File: src/rcbc_ram.sv
`default_nettype none
// ----------------------------------------------------------------------------
// Generic RAM
// One write port and one read port with registered read data.
// ----------------------------------------------------------------------------
module rcbc_ram #(
    parameter int WIDTH = 8,
    parameter int DEPTH = 64
) (
    input  wire logic                     clk,
    input  wire logic                     we,
    input  wire logic [$clog2(DEPTH)-1:0] waddr,
    input  wire logic [WIDTH-1:0]         wdata,
    input  wire logic [$clog2(DEPTH)-1:0] raddr,
    output logic      [WIDTH-1:0]         rdata
);

    logic [WIDTH-1:0] mem [DEPTH];

    always_ff @(posedge clk)
    begin
        if (we)
        begin
            mem[waddr] <= wdata;
        end
        rdata <= mem[raddr];
    end

endmodule
`default_nettype wire

File: config.mk
export PLATFORM = sky130hd
export DESIGN_NAME = rcbc_ram
export DESIGN_NICKNAME = d
export VERILOG_FILES = /design/src/rcbc_ram.sv
export SDC_FILE = /design/constraint.sdc
export NUM_CORES = 1
export LEC_CHECK = 0
export ABC_AREA = 1
export BUFFER_PORTS_ARGS = -buffer_cell sky130_fd_sc_hd__buf_2
export CAP_MARGIN = 30
export CORE_ASPECT_RATIO = 0.75
export CORE_MARGIN = 2
export CORE_UTILIZATION = 45
export CTS_CLUSTER_DIAMETER = 30
export DETAILED_ROUTE_END_ITERATION = 8
export GPL_ROUTABILITY_DRIVEN = 1
export HOLD_SLACK_MARGIN = 0.12
export PLACE_DENSITY_LB_ADDON = 0.15
export SLEW_MARGIN = 20
export SYNTH_ARGS = -nofsm -noshare
export SYNTH_HDL_FRONTEND = slang
export SYNTH_SLANG_ARGS = --single-unit
File: constraint.sdc
create_clock -name clk -period 5.9 [get_ports clk]
set_input_delay 0.885 -clock clk [delete_from_list [all_inputs] [get_ports clk]]
set_output_delay 0.885 -clock clk [all_outputs]
set_load 0.005 [all_outputs]
==> impl_metrics.env <==
export IMPL_clock_skew_ns=0.02383
export IMPL_period_share_pct=48.46
export IMPL_synth_cells=1805
export IMPL_antenna_left=0
export IMPL_rsz0062_at_grt="false"
export IMPL_crit_path_start_kind="primary input"
export IMPL_core_um2=47050
export IMPL_viasPerCell=5.505
export IMPL_ys_warn_count=0
export IMPL_row_count=69
export IMPL_endpoint_kind="flip-flop"
export IMPL_area_growth_pct=16.62
export IMPL_synth_top_area_share_pct=72.05
export IMPL_ys_flop_type="edfxtp_1"
export IMPL_cap_violations=0
export IMPL_grt_pass1_wl_um=85990
export IMPL_post_synth_top_count_cell="nand2_1"
export IMPL_worstSetupPathType="primary input to flip-flop"
export IMPL_hold_buffers=0
export IMPL_cts_buffer_depth=3
export IMPL_clock_latency_ns=0.61
export IMPL_postPlaceCellArea_um2=21760
export IMPL_hpwl_um=32150
export IMPL_power_density_nw_per_um2=397.8
export IMPL_synth_edf_count=512
export IMPL_initial_core_util_pct=45.35
export IMPL_required_ns=6.40
export IMPL_fmax_ghz=0.3498
export IMPL_status="complete, no violations"
export IMPL_drive_gt1_share_pct=10.90
export IMPL_whs_ns=0.6462
export IMPL_fin_area_um2=24890
export IMPL_fillers=4052
export IMPL_yosys_area_top_type="edfxtp_1"
export IMPL_synth_area_leaders="edfxtp_1, nand2_1, nand3_1, buf_6, nor2_1"
export IMPL_numCtsBuffers=90
export IMPL_synthArstFlopShare_pct=0
export IMPL_grt_total_usage_pct=23.54
export IMPL_cts_resized=0
export IMPL_netlist_area_um2=21340
export IMPL_clock_sinks=520
export IMPL_port_buffers=29
export IMPL_syn_avg_cell_area_um2=11.82
export IMPL_drc=0
export IMPL_cts_root_buf="clkbuf_16"
export IMPL_first_iter_violations=1620
export IMPL_num_vias=14070
export IMPL_slew_viol_final=0
export IMPL_nets=1862
export IMPL_hold_path_class="primary input to flip-flop"
export IMPL_ios=30
export IMPL_firstDrtPassIters=6
export IMPL_cts_reportedPaths_clkPinSlew_ns=0.05
export IMPL_grt_pass1_vias=13330
export IMPL_setup_violations=0
export IMPL_fin_crit_ns=2.859
export IMPL_place_gp_congestion=0.8542
export IMPL_overflow=0
export IMPL_die_y_um=192.6
export IMPL_fin_tns_setup_ns=0
export IMPL_die_x_um=255.5
export IMPL_ys_ff_latch=520
export IMPL_final_hold_viol_count=0
export IMPL_arrival_ns=3.36
export IMPL_wl_per_cell_um=22.42
export IMPL_wirelength_um=57310
export IMPL_yosysSeqAreaShare_pct=72.80
export IMPL_syn_num_nets=1827
export IMPL_grt_max_degree=189
export IMPL_antenna_found_initial=2
export IMPL_p_leak_nw=9.025
export IMPL_maxSlewHeadroom_pct=17.08
export IMPL_post_cts_buffers=0
export IMPL_h_tree_depth=3
export IMPL_cts_tree="done"
export IMPL_dieArea_um2=49200
export IMPL_cp_max_fo=65
export IMPL_worst_pin_slew_ns=1.244
export IMPL_antenna_cells=0
export IMPL_ir_drop_mv=0.2308
export IMPL_ys_top_cells_by_count="nand2_1, edfxtp_1, nand3_1"
export IMPL_ys_types=16
==> flip-flops by register name (all words and copies together), names as in the netlist <==
register	flops
mem	512
rdata	8
==> cell families (layout without fill, tap and decap cells) <==
family	count (synthesis)	in the layout	share of synthesized area [%]
and+or+nand+nor	1160	1160	23.18
DFF	520	520	72.80
buffers and inverters	125	237	4.022
==> worst max-delay path: stages <==
cell and delay (ns):
buf_2 0.07, buf_4 0.65, inv_2 0.57, buf_4 0.42
nand3_1 0.13, nand2_1 0.10, nand2_1 0.13, nand3_1 0.09
nand3_1 0.11, nand2_1 0.06
==> report_power, final <==
group / switching [mW] / internal, mW
clock: 1.87 / 3.44
sequential: 0.0126 / 4.10
combinational: 0.371 / 0.113
==> layout make-up <==
cell class / instances / area, um^2 / share of cell area (%)
sequential: 520 / 15530 / 62.42
multi-input combinational: 1160 / 4946 / 19.87
clock buffer: 101 / 2315 / 9.301
clock inverter: 68 / 814.5 / 3.273
tap: 639 / 799.5 / 3.213
timing repair buffer: 56 / 424.2 / 1.704
inverter: 12 / 52.55 / 0.2112
==> metal layers <==
layer  up-vias  share of wire [%]  global-route usage, %
li1       6470                  -                      -
met1      6898                 47                  36.07
met2       612                 42                  32.83
met3        89                9.5                  6.383
met4         2                1.9                  6.275
met5         -              0.023                      0
==> metrics by stage <==
step | utilization (%) | setup WS, ns | instances | total power [mW]
6_report | 52.89 | 3.041 | 2556 | 9.900
5_1_grt | 52.89 | 2.927 | 2556 | 10.18
4_1_cts | 52.89 | 3.122 | 2556 | 9.949
2_1_floorplan | - | 3.249 | 1805 | 4.462
3_3_place_gp | 46.15 | 2.467 | 2385 | 4.656
3_5_place_dp | 46.24 | 2.495 | 2387 | 4.660
==> cells in the final DEF (no fill, tap or decap) <==
cell type   Yosys  routed
buf_12          0       3
buf_16          0       1
buf_2          37      27
buf_4          14      23
buf_8           2       1
bufinv_16       0      13
clkbuf_1       15      10
clkbuf_16       0      91
clkbuf_8        0       1
clkinv_1        0       9
clkinv_16       0       1
clkinv_2        0       9
clkinv_4        0      11
clkinv_8        0       1
clkinvlp_4      0      10
dfxtp_1         8       8
edfxtp_1      512     512
inv_1          10       9
inv_2           1       1
inv_4           0       1
inv_6           1      13
inv_8           0       2
nand2_1       648     648
nand3_1       439     439
nand4_1         9       9
nor2_1         56      56
nor4_1          8       8
==> worst paths after layout <==
kind | startpoint | to | slack (ns) | cells after the start
max | raddr[2] | rdata[2] | 3.04 | 10
max reg2reg | mem[19][5] | rdata[5] | 4.50 | 8
min reg2reg | mem[52][0] | rdata[0] | 0.80 | 8
min | raddr[5] | rdata[1] | 0.65 | 3
No activity file was read; power rests on OpenSTA's default activity.
