--- src/rcbc_pkg.sv ---
`default_nettype none
// ----------------------------------------------------------------------------
// Chunk buffer cache package
// Shared sizes, codes and record types of the reference counted chunk cache.
// ----------------------------------------------------------------------------
package rcbc_pkg;

    localparam int NUM_BUFFERS   = 64;
    localparam int MAX_READAHEAD = 8;

    localparam int IDX_W   = $clog2(NUM_BUFFERS);
    localparam int CNT_W   = $clog2(NUM_BUFFERS + 1);
    localparam int SLOT_W  = 6;
    localparam int TOT_W   = 7;
    localparam int RES_DEPTH = MAX_READAHEAD + 2;
    localparam int RQ_IDX_W  = $clog2(RES_DEPTH);
    localparam int RQ_CNT_W  = $clog2(RES_DEPTH + 1);
    localparam int RA_W      = $clog2(MAX_READAHEAD + 2);

    localparam logic [1:0] FUNC_READ     = 2'd0;
    localparam logic [1:0] FUNC_COMPLETE = 2'd1;
    localparam logic [1:0] FUNC_BLANK    = 2'd2;
    localparam logic [1:0] FUNC_RELEASE  = 2'd3;

    localparam logic [1:0] REG_MOUNTED   = 2'd0;
    localparam logic [1:0] REG_VOL_SIZE  = 2'd1;
    localparam logic [1:0] REG_READAHEAD = 2'd2;

    localparam logic KIND_FETCH    = 1'b0;
    localparam logic KIND_RESPONSE = 1'b1;

    localparam logic [2:0] ST_OK          = 3'd0;
    localparam logic [2:0] ST_PENDING     = 3'd1;
    localparam logic [2:0] ST_NOT_MOUNTED = 3'd2;
    localparam logic [2:0] ST_BAD_ADDR    = 3'd3;
    localparam logic [2:0] ST_NO_BUFFERS  = 3'd4;
    localparam logic [2:0] ST_FULL        = 3'd5;
    localparam logic [2:0] ST_IO_ERROR    = 3'd6;
    localparam logic [2:0] ST_BAD_RELEASE = 3'd7;

    typedef struct packed {
        logic [31:0] tag;
        logic [15:0] refs;
        logic        fetching;
        logic        bad;
        logic [31:0] age;
        logic [7:0]  waiters;
    } entry_t;

    typedef struct packed {
        logic              kind;
        logic [2:0]        status;
        logic [SLOT_W-1:0] slot;
        logic [31:0]       addr;
        logic [7:0]        waiters;
        logic              destroyed;
    } res_t;

    typedef struct packed {
        logic push;
        logic commit;
        res_t data;
    } rq_ctl_t;

endpackage
`default_nettype wire

--- src/rcbc_resq.sv ---
`default_nettype none
// ----------------------------------------------------------------------------
// Result queue
// Collects the result beats of one request and sends them once it is done.
// ----------------------------------------------------------------------------
module rcbc_resq
    import rcbc_pkg::*;
(
    input  wire logic    clk,
    input  wire logic    rst_n,
    input  wire rq_ctl_t ctl,
    input  wire logic    out_ready,
    output logic         out_valid,
    output res_t         out_res,
    output logic         out_last,
    output logic         idle
);

    res_t                buf_reg [RES_DEPTH];
    logic [RQ_CNT_W-1:0] cnt_reg;
    logic [RQ_IDX_W-1:0] rd_reg;
    logic                drain_reg;

    assign out_valid = drain_reg;
    assign out_res   = buf_reg[rd_reg];
    assign out_last  = (RQ_CNT_W'(rd_reg) + RQ_CNT_W'(1)) == cnt_reg;
    assign idle      = !drain_reg;

    always_ff @(posedge clk)
    begin
        if (ctl.push)
        begin
            buf_reg[cnt_reg[RQ_IDX_W-1:0]] <= ctl.data;
        end
    end

    always_ff @(posedge clk or negedge rst_n)
    begin
        if (!rst_n)
        begin
            cnt_reg   <= '0;
            rd_reg    <= '0;
            drain_reg <= 1'b0;
        end
        else
        begin
            if (ctl.push)
            begin
                cnt_reg <= cnt_reg + RQ_CNT_W'(1);
            end
            if (ctl.commit)
            begin
                drain_reg <= 1'b1;
            end
            if (drain_reg && out_ready)
            begin
                if (out_last)
                begin
                    drain_reg <= 1'b0;
                    cnt_reg   <= '0;
                    rd_reg    <= '0;
                end
                else
                begin
                    rd_reg <= rd_reg + RQ_IDX_W'(1);
                end
            end
        end
    end

endmodule
`default_nettype wire

--- config.mk ---
export PLATFORM = sky130hd
export DESIGN_NAME = rcbc_resq
export DESIGN_NICKNAME = d
export VERILOG_FILES = /design/src/rcbc_pkg.sv /design/src/rcbc_resq.sv
export SDC_FILE = /design/constraint.sdc
export NUM_CORES = 1
export LEC_CHECK = 0
export ABC_AREA = 0
export BUFFER_PORTS_ARGS = -buffer_cell sky130_fd_sc_hd__buf_2
export CAP_MARGIN = 5
export CORE_MARGIN = 5
export CORE_UTILIZATION = 50
export DETAILED_ROUTE_END_ITERATION = 16
export GPL_TIMING_DRIVEN = 1
export PLACE_DENSITY = 0.78
export SETUP_SLACK_MARGIN = 0.1
export SLEW_MARGIN = 20
export SYNTH_ARGS = -nofsm -noshare
export SYNTH_HDL_FRONTEND = slang
export SYNTH_SLANG_ARGS = --single-unit
export TNS_END_PERCENT = 5
--- constraint.sdc ---
create_clock -name clk -period 12.08 [get_ports clk]
set_input_delay 1.208 -clock clk [delete_from_list [all_inputs] [get_ports clk]]
set_output_delay 1.208 -clock clk [all_outputs]
set_load 0.05 [all_outputs]
==> metrics.txt <==
status complete, no violations; share of post-route cells with drive strength above 1 29.1%; clock power share 27.4%; Layout Skew 0.00754 ns; clock slew seen by the registers of the worst setup and hold paths 0.06 ns; Die X-Extent 212 µm; P_int 3.61 mW; CTS tree done; number of gates resized after CTS 0; Hold WC Path Type in2async; Final nets 1290; clk sinks 519; hold buffer count at CTS 0; number of flip-flops under the largest register name 510; number of synthesized flops with an enable pin 510; cells after synthesis 1116; RSZ-0062 raised after global routing no; syn nets 1177; clk buf depth 3; antenna violations before repair 5; Filler cells 3018; mux cell area share after synthesis 13.5%; setup TNS 0 ns; Placed Instances 1708; simple-gate share of the synthesized area 2.24%; Area Growth Syn to Fin 12.9%; VDD IR max 0.133 mV; crit share post-route 45.7%; grt total ovfl 0; Rows 74; area share of fa/ha/maj cells after synthesis 0.306%; Placed Area 21500 µm²; Slew HR 29.0%; Synth Flop Type edfxtp_1; Logic pwr share 30.0%; Setup CP Type reg2out; largest family of logic cells by synthesized area multiplexers; gr busiest metal met2; met3 Use GR 3.14%; async set-reset flop share out of synthesis 1.73%; Netlist Area Pre-Place 20400 µm²; initial core utilization 50.3%; share of power burned in registers 42.6%; Routability Congestion 0.727; Mean Syn Cell Area 18.3 µm²; first-pass GRT wire length 64100 µm; drt drc 0; Port Buffers 109; post-route cell area 23100 µm²; Worst-Margin Slew 1.06 ns; Die Ht 212 µm; Yosys cell types 37; crit path DAT 4.32 ns; Crit. End Element primary output; htree depth 2; vias in the first global route 10900; grt met1 use 25.0%; max-cap violations 0; DR vias 10400; grt met2 use 32.1%; Storage cell area 15600 µm²; Die ar. 45000 µm²; Net Sw Frac 32.8%; via/cell ratio 5.74; Setup Buffers After CTS 0; Synth Area in XOR/XNOR 0.453%; IO Pins 110; Seq/Total Area, Yosys 76.1%; footprint of the multi-input gates 4570 µm²; Slew Limit Fails 0; PwrDens 233 nW/µm²; FMAX 0.181 GHz; final wirelength 42200 µm; Hold Vio Cnt, Final 0; post-route ant nets 0; worst skew pair latency 0.55 ns; CP Data Required Time 10.87 ns; DRT Pass-1 Iters 5; Synth Area in Compound Gates 5.37%; Leak 7.81 nW; average routed wire per standard cell 23.4 µm; Num CTS Buffers 51; Synth Register Bits 519; switching pwr 1.76 mW; Startpoint Class flip-flop; DP HPWL 21200 µm; Max FO, Critical Path 64; synth warn 0; pin count of the biggest net entering global routing 69; clock root cell clkbuf_16; total power 5.37 mW; Iter 0 DRT Violations 867; fin crit period 5.52 ns; endpoints failing setup 0; core area 40600 µm²; Tot GR Track Use 18.7%; Post-Layout Cell Count 1804
power groups by stage:
stage / logic, mW / registers (mW) / clock network, mW
4_1_cts: 1.63 / 2.29 / 1.50
6_report: 1.61 / 2.29 / 1.47
3_3_place_gp: 1.55 / 2.35 / 0
3_5_place_dp: 1.62 / 2.33 / 0
5_1_grt: 1.72 / 2.31 / 1.58
2_1_floorplan: 1.30 / 2.26 / 0
cell usage in the layout, fill, tap and decap left out, types with 8 or more instances in the layout:
cell	instances
a221o_1	50
buf_2	109
buf_4	15
clkbuf_1	12
clkbuf_16	53
clkinv_1	11
clkinv_2	11
edfxtp_1	510
mux2_2	150
mux2i_1	107
nand2_1	62
nor2_1	8
o21ai_1	52
o22ai_1	52
cells by family (layout without fill, tap and decap cells):
| group | after synthesis | count (layout) |
|---|---|---|
| adders and majority gates | 5 | 5 |
| other | 0 | 2 |
| muxes | 257 | 257 |
| AOI/OAI and AO/OA | 156 | 156 |
| DFF | 519 | 519 |
| and+or+nand+nor | 102 | 102 |
| xor gates and xnor gates | 8 | 8 |
| buffers and inverters | 69 | 223 |
Yosys cell counts, types with 5 or more instances:
master	n	area, µm²
buf_2	13	65.1
o21ai_1	52	260
dfrtp_1	9	225
buf_6	7	78.8
buf_4	6	45.0
o22ai_1	52	325
nand2_1	63	236
clkbuf_1	28	105
mux2_2	150	1690
mux2i_1	107	1070
buf_8	6	90.1
nor2_1	15	56.3
a221o_1	50	500
ha_1	5	62.6
edfxtp_1	510	15300
worst max-delay path, cell delays in order (launching register included):
cell and delay, ns:
dfrtp_4 0.81, buf_4 0.75, buf_4 0.87, mux2_2 0.31, o22ai_1 0.07, a221o_1 0.28
o21ai_1 0.23, buf_2 0.32
worst paths after layout:
| path | end | slack (ns) | cells after the start | from |
|---|---|---|---|---|
| setup reg to reg | rd_reg[2] | 9.66 | 5 | rd_reg[3] |
| hold / removal | out_valid | 0.50 | 1 | rst_n |
| max in group asynchronous | rd_reg[1] | 11.37 | 1 | rst_n |
| hold reg to reg | out_valid | 0.64 | 2 | out_valid |
| min in group clk | out_valid | 0.64 | 2 | out_valid |
| setup / recovery | out_res[2] | 6.56 | 7 | rd_reg[1] |
final cells by class:
type,instances,share of cell area (%)
Tap cell,532,2.89
Clock buffer,65,5.95
Sequential cell,519,67.4
Clock inverter,29,0.847
Timing Repair Buffer,125,2.97
Antenna cell,2,0.0217
Multi-Input combinational cell,528,19.8
Inverter,4,0.0651
stage by stage:
| step | hold slack [ns] | utilization [%] | setup slack (ns) |
|---|---|---|---|
| 2_1_floorplan | 0.592 | - | 6.21 |
| 3_3_place_gp | 0.606 | 52.8 | 7.20 |
| 3_5_place_dp | 0.623 | 52.9 | 7.16 |
| 4_1_cts | 0.479 | 56.7 | 6.58 |
| 5_1_grt | 0.490 | 56.7 | 6.40 |
| 6_report | 0.500 | 56.7 | 6.56 |
per-layer routing:
layer  routed length (µm)  vias to the layer above  part of all wire [%]
met1                17200                     5279                    41
li1                     -                     4688                     -
met3                 2490                       82                   5.9
met4                  893                        6                   2.1
met2                21600                      298                    51
met5                   34                        -                 0.081
Power figures use the tool's default switching activity.
